--- src/sepq_pkg.sv ---
// ----------------------------------------------------------------------------
// sepq_pkg
// types and codes shared by the sweep event queue and its cells
// ----------------------------------------------------------------------------
package sepq_pkg;

  localparam int EDGE_W  = 10;
  localparam int SITE_W  = 10;
  localparam int COORD_W = 32;
  localparam int OFF_W   = 31;
  localparam int CNT_W   = 7;
  localparam int KIND_W  = 2;
  localparam int STAT_W  = 3;

  typedef logic [KIND_W-1:0] kind_t;
  typedef logic [STAT_W-1:0] status_t;
  typedef logic [1:0]        cell_op_t;

  localparam kind_t KIND_INSERT  = 2'd0;
  localparam kind_t KIND_DELETE  = 2'd1;
  localparam kind_t KIND_EXTRACT = 2'd2;
  localparam kind_t KIND_PEEK    = 2'd3;

  localparam status_t ST_OK     = 3'd0;
  localparam status_t ST_ABSENT = 3'd1;
  localparam status_t ST_EMPTY  = 3'd2;
  localparam status_t ST_FULL   = 3'd3;
  localparam status_t ST_DUP    = 3'd4;

  localparam cell_op_t CELL_HOLD = 2'd0;
  localparam cell_op_t CELL_NEW  = 2'd1;
  localparam cell_op_t CELL_PREV = 2'd2;
  localparam cell_op_t CELL_NEXT = 2'd3;

  typedef struct packed {
    logic               valid;
    logic [COORD_W-1:0] key_y;
    logic [COORD_W-1:0] key_x;
    logic [EDGE_W-1:0]  edge_id;
    logic [SITE_W-1:0]  site_id;
  } entry_t;

endpackage

--- src/sepq_cell.sv ---
// ----------------------------------------------------------------------------
// sepq_cell
// one slot of the sorted queue row: holds an entry, compares it with the
// pending word and takes its own, the new, the left or the right entry
// ----------------------------------------------------------------------------
module sepq_cell (
  input  logic              clk,
  input  logic              rst_n,
  input  sepq_pkg::cell_op_t op,
  input  sepq_pkg::entry_t  new_e,
  input  sepq_pkg::entry_t  prev_e,
  input  sepq_pkg::entry_t  next_e,
  output sepq_pkg::entry_t  cur_e,
  output sepq_pkg::entry_t  cur_nxt,
  output logic              gt,
  output logic              hit
);
  import sepq_pkg::*;

  entry_t ent_r;
  entry_t ent_nxt;

  always_comb begin
    case (op)
      CELL_NEW:  ent_nxt = new_e;
      CELL_PREV: ent_nxt = prev_e;
      CELL_NEXT: ent_nxt = next_e;
      default:   ent_nxt = ent_r;
    endcase
  end

  always_ff @(posedge clk) begin
    if (!rst_n) begin
      ent_r.valid <= 1'b0;
    end else begin
      ent_r <= ent_nxt;
    end
  end

  // new word sorts after this entry
  assign gt = ent_r.valid &&
              (($signed(new_e.key_y) > $signed(ent_r.key_y)) ||
               ((new_e.key_y == ent_r.key_y) &&
                ($signed(new_e.key_x) > $signed(ent_r.key_x))));

  assign hit     = ent_r.valid && (ent_r.edge_id == new_e.edge_id);
  assign cur_e   = ent_r;
  assign cur_nxt = ent_nxt;

endmodule

--- config.mk ---
export PLATFORM = sky130hd
export DESIGN_NAME = sepq_cell
export DESIGN_NICKNAME = d
export VERILOG_FILES = /design/src/sepq_pkg.sv /design/src/sepq_cell.sv
export SDC_FILE = /design/constraint.sdc
export NUM_CORES = 1
export LEC_CHECK = 0
export ABC_CLOCK_PERIOD_IN_PS = 3600
export BUFFER_PORTS_ARGS = -buffer_cell sky130_fd_sc_hd__buf_4
export CAP_MARGIN = 5
export CORE_AREA = 2 2 168 170
export DETAILED_ROUTE_END_ITERATION = 12
export DIE_AREA = 0 0 170 172
export GPL_TIMING_DRIVEN = 0
export PLACE_DENSITY = 0.57
export SLEW_MARGIN = 20
export SYNTH_ARGS = -nofsm -noshare
export SYNTH_HDL_FRONTEND = slang
export SYNTH_SLANG_ARGS = --single-unit
--- constraint.sdc ---
create_clock -name clk -period 3.6 [get_ports clk]
set_clock_uncertainty 0.15 [all_clocks]
set_input_delay 0.54 -clock clk [delete_from_list [all_inputs] [get_ports clk]]
set_output_delay 0.54 -clock clk [all_outputs]
set_load 0.02 [all_outputs]
### After elaboration in Yosys (flattened, before gate mapping)

Cells that the tools add are included.

* magnitude comparators: 2
* shifts and indexed selects: 0
* multiply operators: 0
* equality and inequality tests: 5
* $add $sub $neg: 0
* muxes and demuxes: 1
* div/mod/pow operators: 0
* reductions and logical operators: 4
* bitwise gates (word level): 0

Operators with widths (count)
* $pmux W85 S3: 1
* $gt A32 B32 Y1: 2
* $eq A32 B32 Y1: 1
* $eq A10 B10 Y1: 1
* $eq A2 B2 Y1 const B: 2
* $logic_and A1 B1 Y1: 3
* $eq A2 B1 Y1 const B: 1
* $logic_or A1 B1 Y1: 1

* input port bits: 259
* memories kept: 0
* bits in read-only memories: 0
* output and inout port bits: 172
* flip-flop bits (word level): 85
* RAM bits: 0
* logic and storage cells: 17
* latch bits: 0

### Logic depth before layout (Yosys ltp)

Gate-level depths: netlist of run 1.

* depth in word-level cells: 4
* depth in mapped cells: 9

### Worst setup path before layout of run 1

Ideal clock, no wire load.

* path kind: in2out
* start point: input port new_e[34] (netlist name)
* end point: output port gt
* data required time: 2.910 ns
* data arrival time: 2.253 ns
* stages: 8
* setup slack: 0.657 ns
* cell sequence: ha_1 nand4_2 nor3_2 a21boi_1 or4b_1 a21oi_2 xnor2_1 o22ai_1

* word-level cells in the longest chain between the ends: 4

RTL lines
* from (decl): RTL line sepq_cell.sv:10 `input sepq_pkg::entry_t new_e,`
* $gt A32 B32 Y1: RTL line sepq_cell.sv:44 `($signed(new_e.key_x) > $signed(ent_r.key_x))));`
* $logic_and A1 B1 Y1: RTL line sepq_cell.sv:43 `((new_e.key_y == ent_r.key_y) &&`
* $logic_or A1 B1 Y1: RTL line sepq_cell.sv:42 `(($signed(new_e.key_y) > $signed(ent_r.key_y)) ||`
* $logic_and A1 B1 Y1: RTL line sepq_cell.sv:41 `assign gt = ent_r.valid &&`
* to (decl): RTL line sepq_cell.sv:15 `output logic gt,`

Every way passes these cells.

### Final worst setup path of run 1

* start point: register ent_r (netlist bit cur_e[67])
* end point: output port gt

* word-level cells in the longest chain between the ends: 4
* elaborated cells between the ends (all ways): 5

RTL lines
* from (decl): RTL line sepq_cell.sv:20 `entry_t ent_r;`
* from (signal assigned): RTL line sepq_cell.sv:36 `ent_r <= ent_nxt;`
* branches (longest 2 deep; another with $gt A32 B32 Y1)
* $logic_or A1 B1 Y1 (*): RTL line sepq_cell.sv:42
* $logic_and A1 B1 Y1 (*): RTL line sepq_cell.sv:41

Mark *: on every way between the ends.

==> results of run 1 <==
[cell usage after synthesis (all sizes together), types with 2 or more instances]
| master | count | area, um^2 |
|---|---|---|
| a21boi | 3 | 22.5 |
| a21o | 9 | 67.6 |
| a21oi | 21 | 109 |
| a221o | 2 | 20.0 |
| a221oi | 2 | 17.5 |
| and2 | 2 | 12.5 |
| and4 | 7 | 61.3 |
| buf | 14 | 67.6 |
| clkbuf | 5 | 18.8 |
| edfxtp | 84 | 2520 |
| ha | 64 | 801 |
| inv | 65 | 244 |
| mux4 | 85 | 1910 |
| nand2 | 9 | 33.8 |
| nand3 | 10 | 50.1 |
| nand4 | 10 | 68.8 |
| nor2 | 3 | 11.3 |
| nor2b | 2 | 20.0 |
| nor3 | 2 | 15.0 |
| o211ai | 2 | 20.0 |
| o21ai | 6 | 30.0 |
| xnor2 | 11 | 96.3 |
[power groups by stage]
stage	Clock, mW	Sequential (mW)	Combinational, mW
finish	1.07	1.27	1.32
global route	1.15	1.28	1.43
CTS	1.12	1.27	1.35
detailed placement	0	1.29	1.33
global placement	0	1.29	1.33
floorplan	0	1.37	0.570
[cell families after synthesis]
kind of cell	Yosys count	synth area share, %
buffers and inverters	84	5.22
XOR/XNOR	11	1.52
flip-flops	85	40.2
AND/OR/NAND/NOR	50	4.91
AO/OA/AOI/OAI	49	5.05
adder cells (fa/ha/maj)	64	12.7
multiplexers	86	30.4
[worst max-delay path by stage]
stage	from	to	cells after the start
global route	cur_e[77]$_DFFE_PP_	gt	9
floorplan	new_e[34]	gt	8
CTS	cur_e[77]$_DFFE_PP_	gt	9
global placement	new_e[83]	gt	8
detailed placement	new_e[83]	gt	8
finish	cur_e[67]$_DFFE_PP_	gt	10
[per-stage QoR]
| stage | TNS (ps) | instances | area [um^2] |
|---|---|---|---|
| floorplan | 0 | 429 | 6320 |
| global placement | -322 | 1203 | 9970 |
| detailed placement | -347 | 1203 | 9970 |
| CTS | 0 | 1217 | 10300 |
| global route | 0 | 1217 | 10300 |
| finish | 0 | 1217 | 10300 |
[per-layer routing]
layer	share of wire [%]	wire, um	vias up
met4	1.4	352	4
li1	-	-	2624
met3	8.3	2110	23
met2	52	13100	272
met5	0.091	23	-
met1	38	9700	2767
[area by class of cell]
type / instances / area (um^2) / share of cell area (%)
clock inverters: 5 / 101 / 0.981
well taps: 346 / 433 / 4.19
repair buffers: 428 / 3220 / 31.1
inverters: 65 / 244 / 2.36
multi-input cells: 260 / 3480 / 33.7
clock buffers: 9 / 225 / 2.18
plain buffers: 19 / 86.3 / 0.836
flip-flops and latches: 85 / 2540 / 24.6
[critical path: stages (launching register included)]
cell and delay [ps]:
edfxtp_1 370, inv_1 60, ha_1 310, and4_1 230
and3_1 200, a21boi_0 330, o31ai_1 110, nand4b_1 150
mux2i_2 350, o22ai_1 130, buf_4 170
[repair_timing]
action	4_1_cts	5_1_grt
setup endpoints to repair	1	0
resized for setup	5	0
hold buffers	0	0
==> flow_summary.ini, run 1 <==
[outcome]
status = finished, final reports clean

[power]
leakagePower_nw = 4.76
p_switching_mw = 1.12
p_int_mw = 2.55
power_density_nw_per_um2 = 355
combPwrFrac_pct = 36.1
peakVddDrop_v = 0.000180
power_mw = 3.67
swShare_pct = 30.6
clockPowerShare_pct = 29.2
power_frac_seq_pct = 34.7

[yosys]
async_reset_ff_share_pct = 0
netlist_area_um2 = 6320
synth_edf_count = 84
synthCells = 429
syn-num-nets = 752
yosys_register_bits = 85
yosys_warnings = 0
ys_types = 42
yosysSeqAreaShare_pct = 40.2
ys.flop_type = edfxtp_1
avgSynthCellArea_um2 = 14.7

[global_routing]
grtUsageTotal_pct = 16.6
grt_max_degree = 86
met2_usage_pct = 30.2
busiest_layer = met2
overflow = 0
grt.met1_usage_pct = 19.2
grt_util_met3_pct = 4.85
grt_pass1_vias = 5891
grt_pass1_wl_um = 35500
antenna_found_initial = 2

[clock_tree]
htreeDepth = 3
cts_made_buffers = 9
cts_setup_buffers = 0
cts_tree = yes
cts.sink_count = 85
clkLatencyLatePin_ps = 350
cts_root_buffer = clkbuf_16
clk_pin_slew_worst_paths_ps = 70
cts_buffer_depth = 2

[sta]
slew_violations = 0
fin_ws_ps = 159
max_freq_mhz = 291
finalSetupViolCount = 0
fin_hold_ws_ps = 455
slew_headroom_pct = 40.7
fin_crit_ps = 3440
rsz0062_at_grt = false
fin_crit_sh_pct = 95.6
worstMarginPinSlew_ps = 889
hold_viol_final = 0

[floorplan]
io_pins = 431
dieWidth_um = 170
row_count = 61
die_area_um2 = 29200
initial_core_util_pct = 23.0
fp.dieH_um = 172
core_area_um2 = 27500

[routing]
drc = 0
drtIter0Drc = 231
vias = 5690
final_antenna_net_count = 0
viasPerCell = 4.68
postRouteWirelength_um = 25200
wl_per_cell_um = 20.7
dr.pass1.iters = 4

[critical_path]
rrSetupSlack_ps = 2150
rr_worst_depth = 1
cp.required_ps = 2910
rr_startpoint = cur_e[55]$_DFFE_PP_
critPathKind = reg -> out
crit_path_max_fanout = 3
critPathLaunchType = flop
end_kind = output port
worstReg2RegEnd = cur_e[55]$_DFFE_PP_
worst_ep_arrival_time_ps = 2750

[place]
gp_congestion = 0.851
dp_slack_ps = -347
dp_hpwl_um = 21200
io_buffers = 428

[min_path]
hold_start = next_e[49]
hp-class = in -> reg
holdPathEnd = cur_e[49]$_DFFE_PP_
whs_path_depth = 2

[cells_and_area]
n_antenna_cell = 0
n_fill_cell = 2697
largest_reg_flops = 85
mostFrequentLayoutCells = 427 x buf_4, 85 x mux4_2, 84 x edfxtp_1
final_common_cell = buf_4
syn2layout_area_growth_pct = 63.4
utilization_pct = 37.6
drive_gt1_share_pct = 62.9
nets = 1191

[run]
max-cap-violations = 0
No activity file was read; power rests on OpenSTA's default activity.
==> inputs of run 2 (changes only) <==
- REMOVE_ABC_BUFFERS: not set -> 1
- SLEW_MARGIN: 20 -> 40
==> flow_summary.ini, run 2 (synthesis gave the netlist of run 1 again) <==
[outcome]
status = finished, final reports clean

[routing]
drc = 0
vias = 5613
drtIter0Drc = 254
dr.pass1.iters = 5
viasPerCell = 4.66
wl_per_cell_um = 19.3
postRouteWirelength_um = 23200
final_antenna_net_count = 0

[cells_and_area]
utilization_pct = 37.3
drive_gt1_share_pct = 63.1
nets = 1176
final_area_um2 = 10300
largest_reg_flops = 85
n_antenna_cell = 0
finalNonFillerCells = 1204
final_common_cell = buf_4
n_fill_cell = 2725
mostFrequentLayoutCells = 428 x buf_4, 85 x mux4_2, 84 x edfxtp_1
syn2layout_area_growth_pct = 62.2

[power]
combPwrFrac_pct = 37.4
p_switching_mw = 1.14
swShare_pct = 32.5
power_frac_seq_pct = 36.2
power_density_nw_per_um2 = 343
p_int_mw = 2.37
clockPowerShare_pct = 26.4
power_mw = 3.51
leakagePower_nw = 4.72
peakVddDrop_v = 0.000197

[floorplan]
core_area_um2 = 27500
die_area_um2 = 29200
row_count = 61
fp.dieH_um = 172
initial_core_util_pct = 23.0
dieWidth_um = 170
io_pins = 431

[global_routing]
grt_max_degree = 86
grt_pass1_wl_um = 33500
antenna_found_initial = 0
overflow = 0
grt_pass1_vias = 5758
grtUsageTotal_pct = 15.3

[critical_path]
end_kind = output port
worstReg2RegEnd = cur_e[21]$_DFFE_PP_
cp.required_ps = 2910
rr_worst_depth = 2
rrSetupSlack_ps = 2140
critPathLaunchType = flop
worst_ep_arrival_time_ps = 2750
crit_path_max_fanout = 3
rr_startpoint = cur_e[21]$_DFFE_PP_
critPathKind = reg -> out

[sta]
slew_violations = 0
fin_crit_ps = 3440
finalSetupViolCount = 0
max_freq_mhz = 290
slew_headroom_pct = 47.0
hold_viol_final = 0
fin_crit_sh_pct = 95.6
worstMarginPinSlew_ps = 796
rsz0062_at_grt = false
tns_ps = 0

[clock_tree]
cts_root_buffer = clkbuf_16
clkLatencyLatePin_ps = 350
htreeDepth = 3
cts_tree = yes
postCtsHoldBufs = 0
clk_pin_slew_worst_paths_ps = 70
cts_made_buffers = 9
cts.sink_count = 85
cts_buffer_depth = 2

[min_path]
hold_start = prev_e[5]
whs_path_depth = 2
hp-class = in -> reg
holdPathEnd = cur_e[5]$_DFFE_PP_

[place]
io_buffers = 430
placed_area_um2 = 9940
placed_cells = 1187
gp_congestion = 0.757
dp_hpwl_um = 19000

[run]
max-cap-violations = 0
## run 2: cell types whose count changed in the layout (fill, tap and decap cells not counted), moves of 2 or more
| cell | change |
|---|---|
| clkbuf_8 | +2 |
| bufinv_16 | -3 |
| buf_1 | -2 |
| clkbuf_1 | -5 |
| buf_2 | -12 |
| buf_8 | +2 |
| clkinv_2 | +2 |
| inv_6 | +3 |
## run 2: worst max path at each step
stage	start	to	cells past startpoint
global placement	new_e[83]	gt	8
floorplan	new_e[34]	gt	8
detailed placement	new_e[83]	gt	8
CTS	cur_e[21]$_DFFE_PP_	gt	10
global route	cur_e[34]$_DFFE_PP_	gt	10
finish	cur_e[34]$_DFFE_PP_	gt	10
## run 2: power groups by stage
stage | combinational [mW] | sequential [mW] | clock [mW]
after CTS | 1.33 | 1.27 | 0.985
after floorplan | 0.532 | 1.37 | 0
after detailed placement | 1.32 | 1.30 | 0
final | 1.31 | 1.27 | 0.927
after global routing | 1.42 | 1.28 | 1.02
after global placement | 1.31 | 1.29 | 0
## run 2: routing by layer
| layer | vias up | GRT usage (%) | wire length, um |
|---|---|---|---|
| li1 | 2590 | - | - |
| met1 | 2742 | 18.7 | 9240 |
| met2 | 267 | 27.2 | 12000 |
| met3 | 14 | 3.66 | 1720 |
| met4 | 0 | 3.86 | 284 |
| met5 | - | 0 | 0 |
## run 2: critical path, stage by stage (launching register included)
cell      delay (ps)
edfxtp_1         420
inv_1             80
ha_1             250
nand4_2          150
nor3_2           100
a21boi_1         140
or4b_4           580
a21oi_2          170
xnor2_1          190
o22ai_1          140
buf_4            190
## run 2: final cells by class
cell class | count | area (um^2) | share of cell area [%]
multi-input cells | 260 | 3470 | 33.8
repair buffers | 432 | 3280 | 32.0
flip-flops and latches | 85 | 2540 | 24.8
well taps | 346 | 433 | 4.22
inverters | 65 | 244 | 2.38
clock buffers | 10 | 239 | 2.33
clock inverters | 6 | 43.8 | 0.427
## run 2: what timing repair did
item / CTS / global route
setup buffers: 0 / 1
setup endpoints to repair: 1 / 1
pin swaps: 0 / 1
cloned: 0 / 0
hold endpoints to repair: 0 / 0
gates resized for setup: 2 / 1
## run 2: per-stage QoR
stage | hold WS [ps] | worst slack (ps)
after floorplan | 502 | 657
after detailed placement | 529 | -90.8
after global routing | 432 | 4.04
final | 450 | 158
after CTS | 424 | 2.60
after global placement | 529 | -62.9
==> inputs of run 3 (changes only) <==
- ABC_CLOCK_PERIOD_IN_PS: 3600 -> 4200
- clock period: 3.6 -> 4.2 ns (I/O delays scaled with it)
==> flow_summary.ini, run 3 (synthesis gave the netlist of run 1 again) <==
[floorplan]
dieWidth_um = 170
die_area_um2 = 29200
io_pins = 431
core_area_um2 = 27500
initial_core_util_pct = 23.0
fp.dieH_um = 172
row_count = 61

[sta]
slew_violations = 0
worstMarginPinSlew_ps = 797
slew_headroom_pct = 46.9
rsz0062_at_grt = false
max_freq_mhz = 277
finalSetupViolCount = 0
tns_ps = 0
fin_crit_sh_pct = 85.8
fin_crit_ps = 3610
hold_viol_final = 0

[global_routing]
grt_max_degree = 86
antenna_found_initial = 0
overflow = 0
grt_pass1_vias = 5749
grt_pass1_wl_um = 33400
grtUsageTotal_pct = 15.3

[clock_tree]
cts_made_buffers = 9
cts_root_buffer = clkbuf_16
htreeDepth = 3
clk_pin_slew_worst_paths_ps = 80
cts_tree = yes
cts_setup_buffers = 0
clkLatencyLatePin_ps = 350
cts.sink_count = 85
postCtsHoldBufs = 0
cts_buffer_depth = 2
ctsResizeCount = 0

[place]
gp_congestion = 0.757
io_buffers = 430
dp_hpwl_um = 19000

[cells_and_area]
utilization_pct = 37.3
largest_reg_flops = 85
syn2layout_area_growth_pct = 61.9
n_fill_cell = 2724
drive_gt1_share_pct = 62.9
nets = 1175
mostFrequentLayoutCells = 427 x buf_4, 85 x mux4_2, 84 x edfxtp_1
final_common_cell = buf_4
n_antenna_cell = 0

[critical_path]
crit_path_max_fanout = 3
critPathKind = reg -> out
crit_chain = inv_1 -> ha_1 -> nor2b_4 -> o211ai_2 -> a21boi_1 -> or4b_1 -> a21oi_2 -> xnor2_1 -> o22ai_1 -> buf_4
critical-path-top-delay-family = simple AND/OR/NAND/NOR gates
cp_num_buf_inv = 2
end_kind = output port
critPathLaunchType = flop
cp_slowest_cell = or4b_1
cp.required_ps = 3420
worst_ep_arrival_time_ps = 2830
max_stage_delay_ps = 620

[routing]
vias = 5610
dr.pass1.iters = 7
drtIter0Drc = 247
wl_per_cell_um = 19.3
viasPerCell = 4.66
drc = 0
final_antenna_net_count = 0
postRouteWirelength_um = 23300

[outcome]
status = finished, final reports clean

[power]
leakagePower_nw = 4.71
power_density_nw_per_um2 = 294
peakVddDrop_v = 0.000169

[run]
max-cap-violations = 0

[min_path]
hp-class = in -> reg
==> run 3: changes by cell type in the layout (fill, tap and decap cells not counted), sizes merged <==
cell  delta
buf      -1
==> run 3: where the power goes <==
part / switching, mW / leakage (nW) / internal, mW / total, mW
registers: 0.0618 / 0.830 / 1.03 / 1.09
logic: 0.544 / 3.74 / 0.578 / 1.12
clock network: 0.374 / 0.140 / 0.423 / 0.796
total: 0.979 / 4.71 / 2.03 / 3.01
==> run 3: final timing paths <==
kind	end	slack, ps	startpoint	cells after the start
worst max-delay path	gt	590	cur_e[21]$_DFFE_PP_	10
worst min-delay path	cur_e[8]$_DFFE_PP_	540	prev_e[8]	2
worst max register to register	cur_e[53]$_DFFE_PP_	2750	cur_e[53]$_DFFE_PP_	1
worst min register to register	cur_e[0]$_DFFE_PP_	550	cur_e[0]$_DFFE_PP_	1
==> run 3: layer usage <==
metal,wire [um],GRT usage (%),part of all wire [%],vias to the layer above
met3,1690,3.66,7.3,14
met2,12000,27.0,52,266
met5,0,0,0,-
li1,-,-,-,2587
met4,288,4.01,1.2,0
met1,9290,18.7,40,2743
==> run 3: per-stage QoR <==
step           instance area, um^2  cells  setup slack, ps  hold WS, ps  total power, mW
6_report                     10200   1203              595          541             3.01
5_1_grt                      10200   1203              240          522             3.18
4_1_cts                      10200   1203              191          514             3.07
3_5_place_dp                  9940   1187              329          529             2.24
3_3_place_gp                  9900   1186              357          529             2.23
2_1_floorplan                 6240    410             1080          592             1.63
==> run 3: cell type report <==
type | count | area (um^2) | area share (%)
Timing Repair Buffer | 431 | 3280 | 32.0
Clock buffer | 10 | 239 | 2.33
Inverter | 65 | 244 | 2.38
Sequential cell | 85 | 2540 | 24.8
Multi-Input combinational cell | 260 | 3460 | 33.8
Clock inverter | 6 | 43.8 | 0.428
Tap cell | 346 | 433 | 4.23
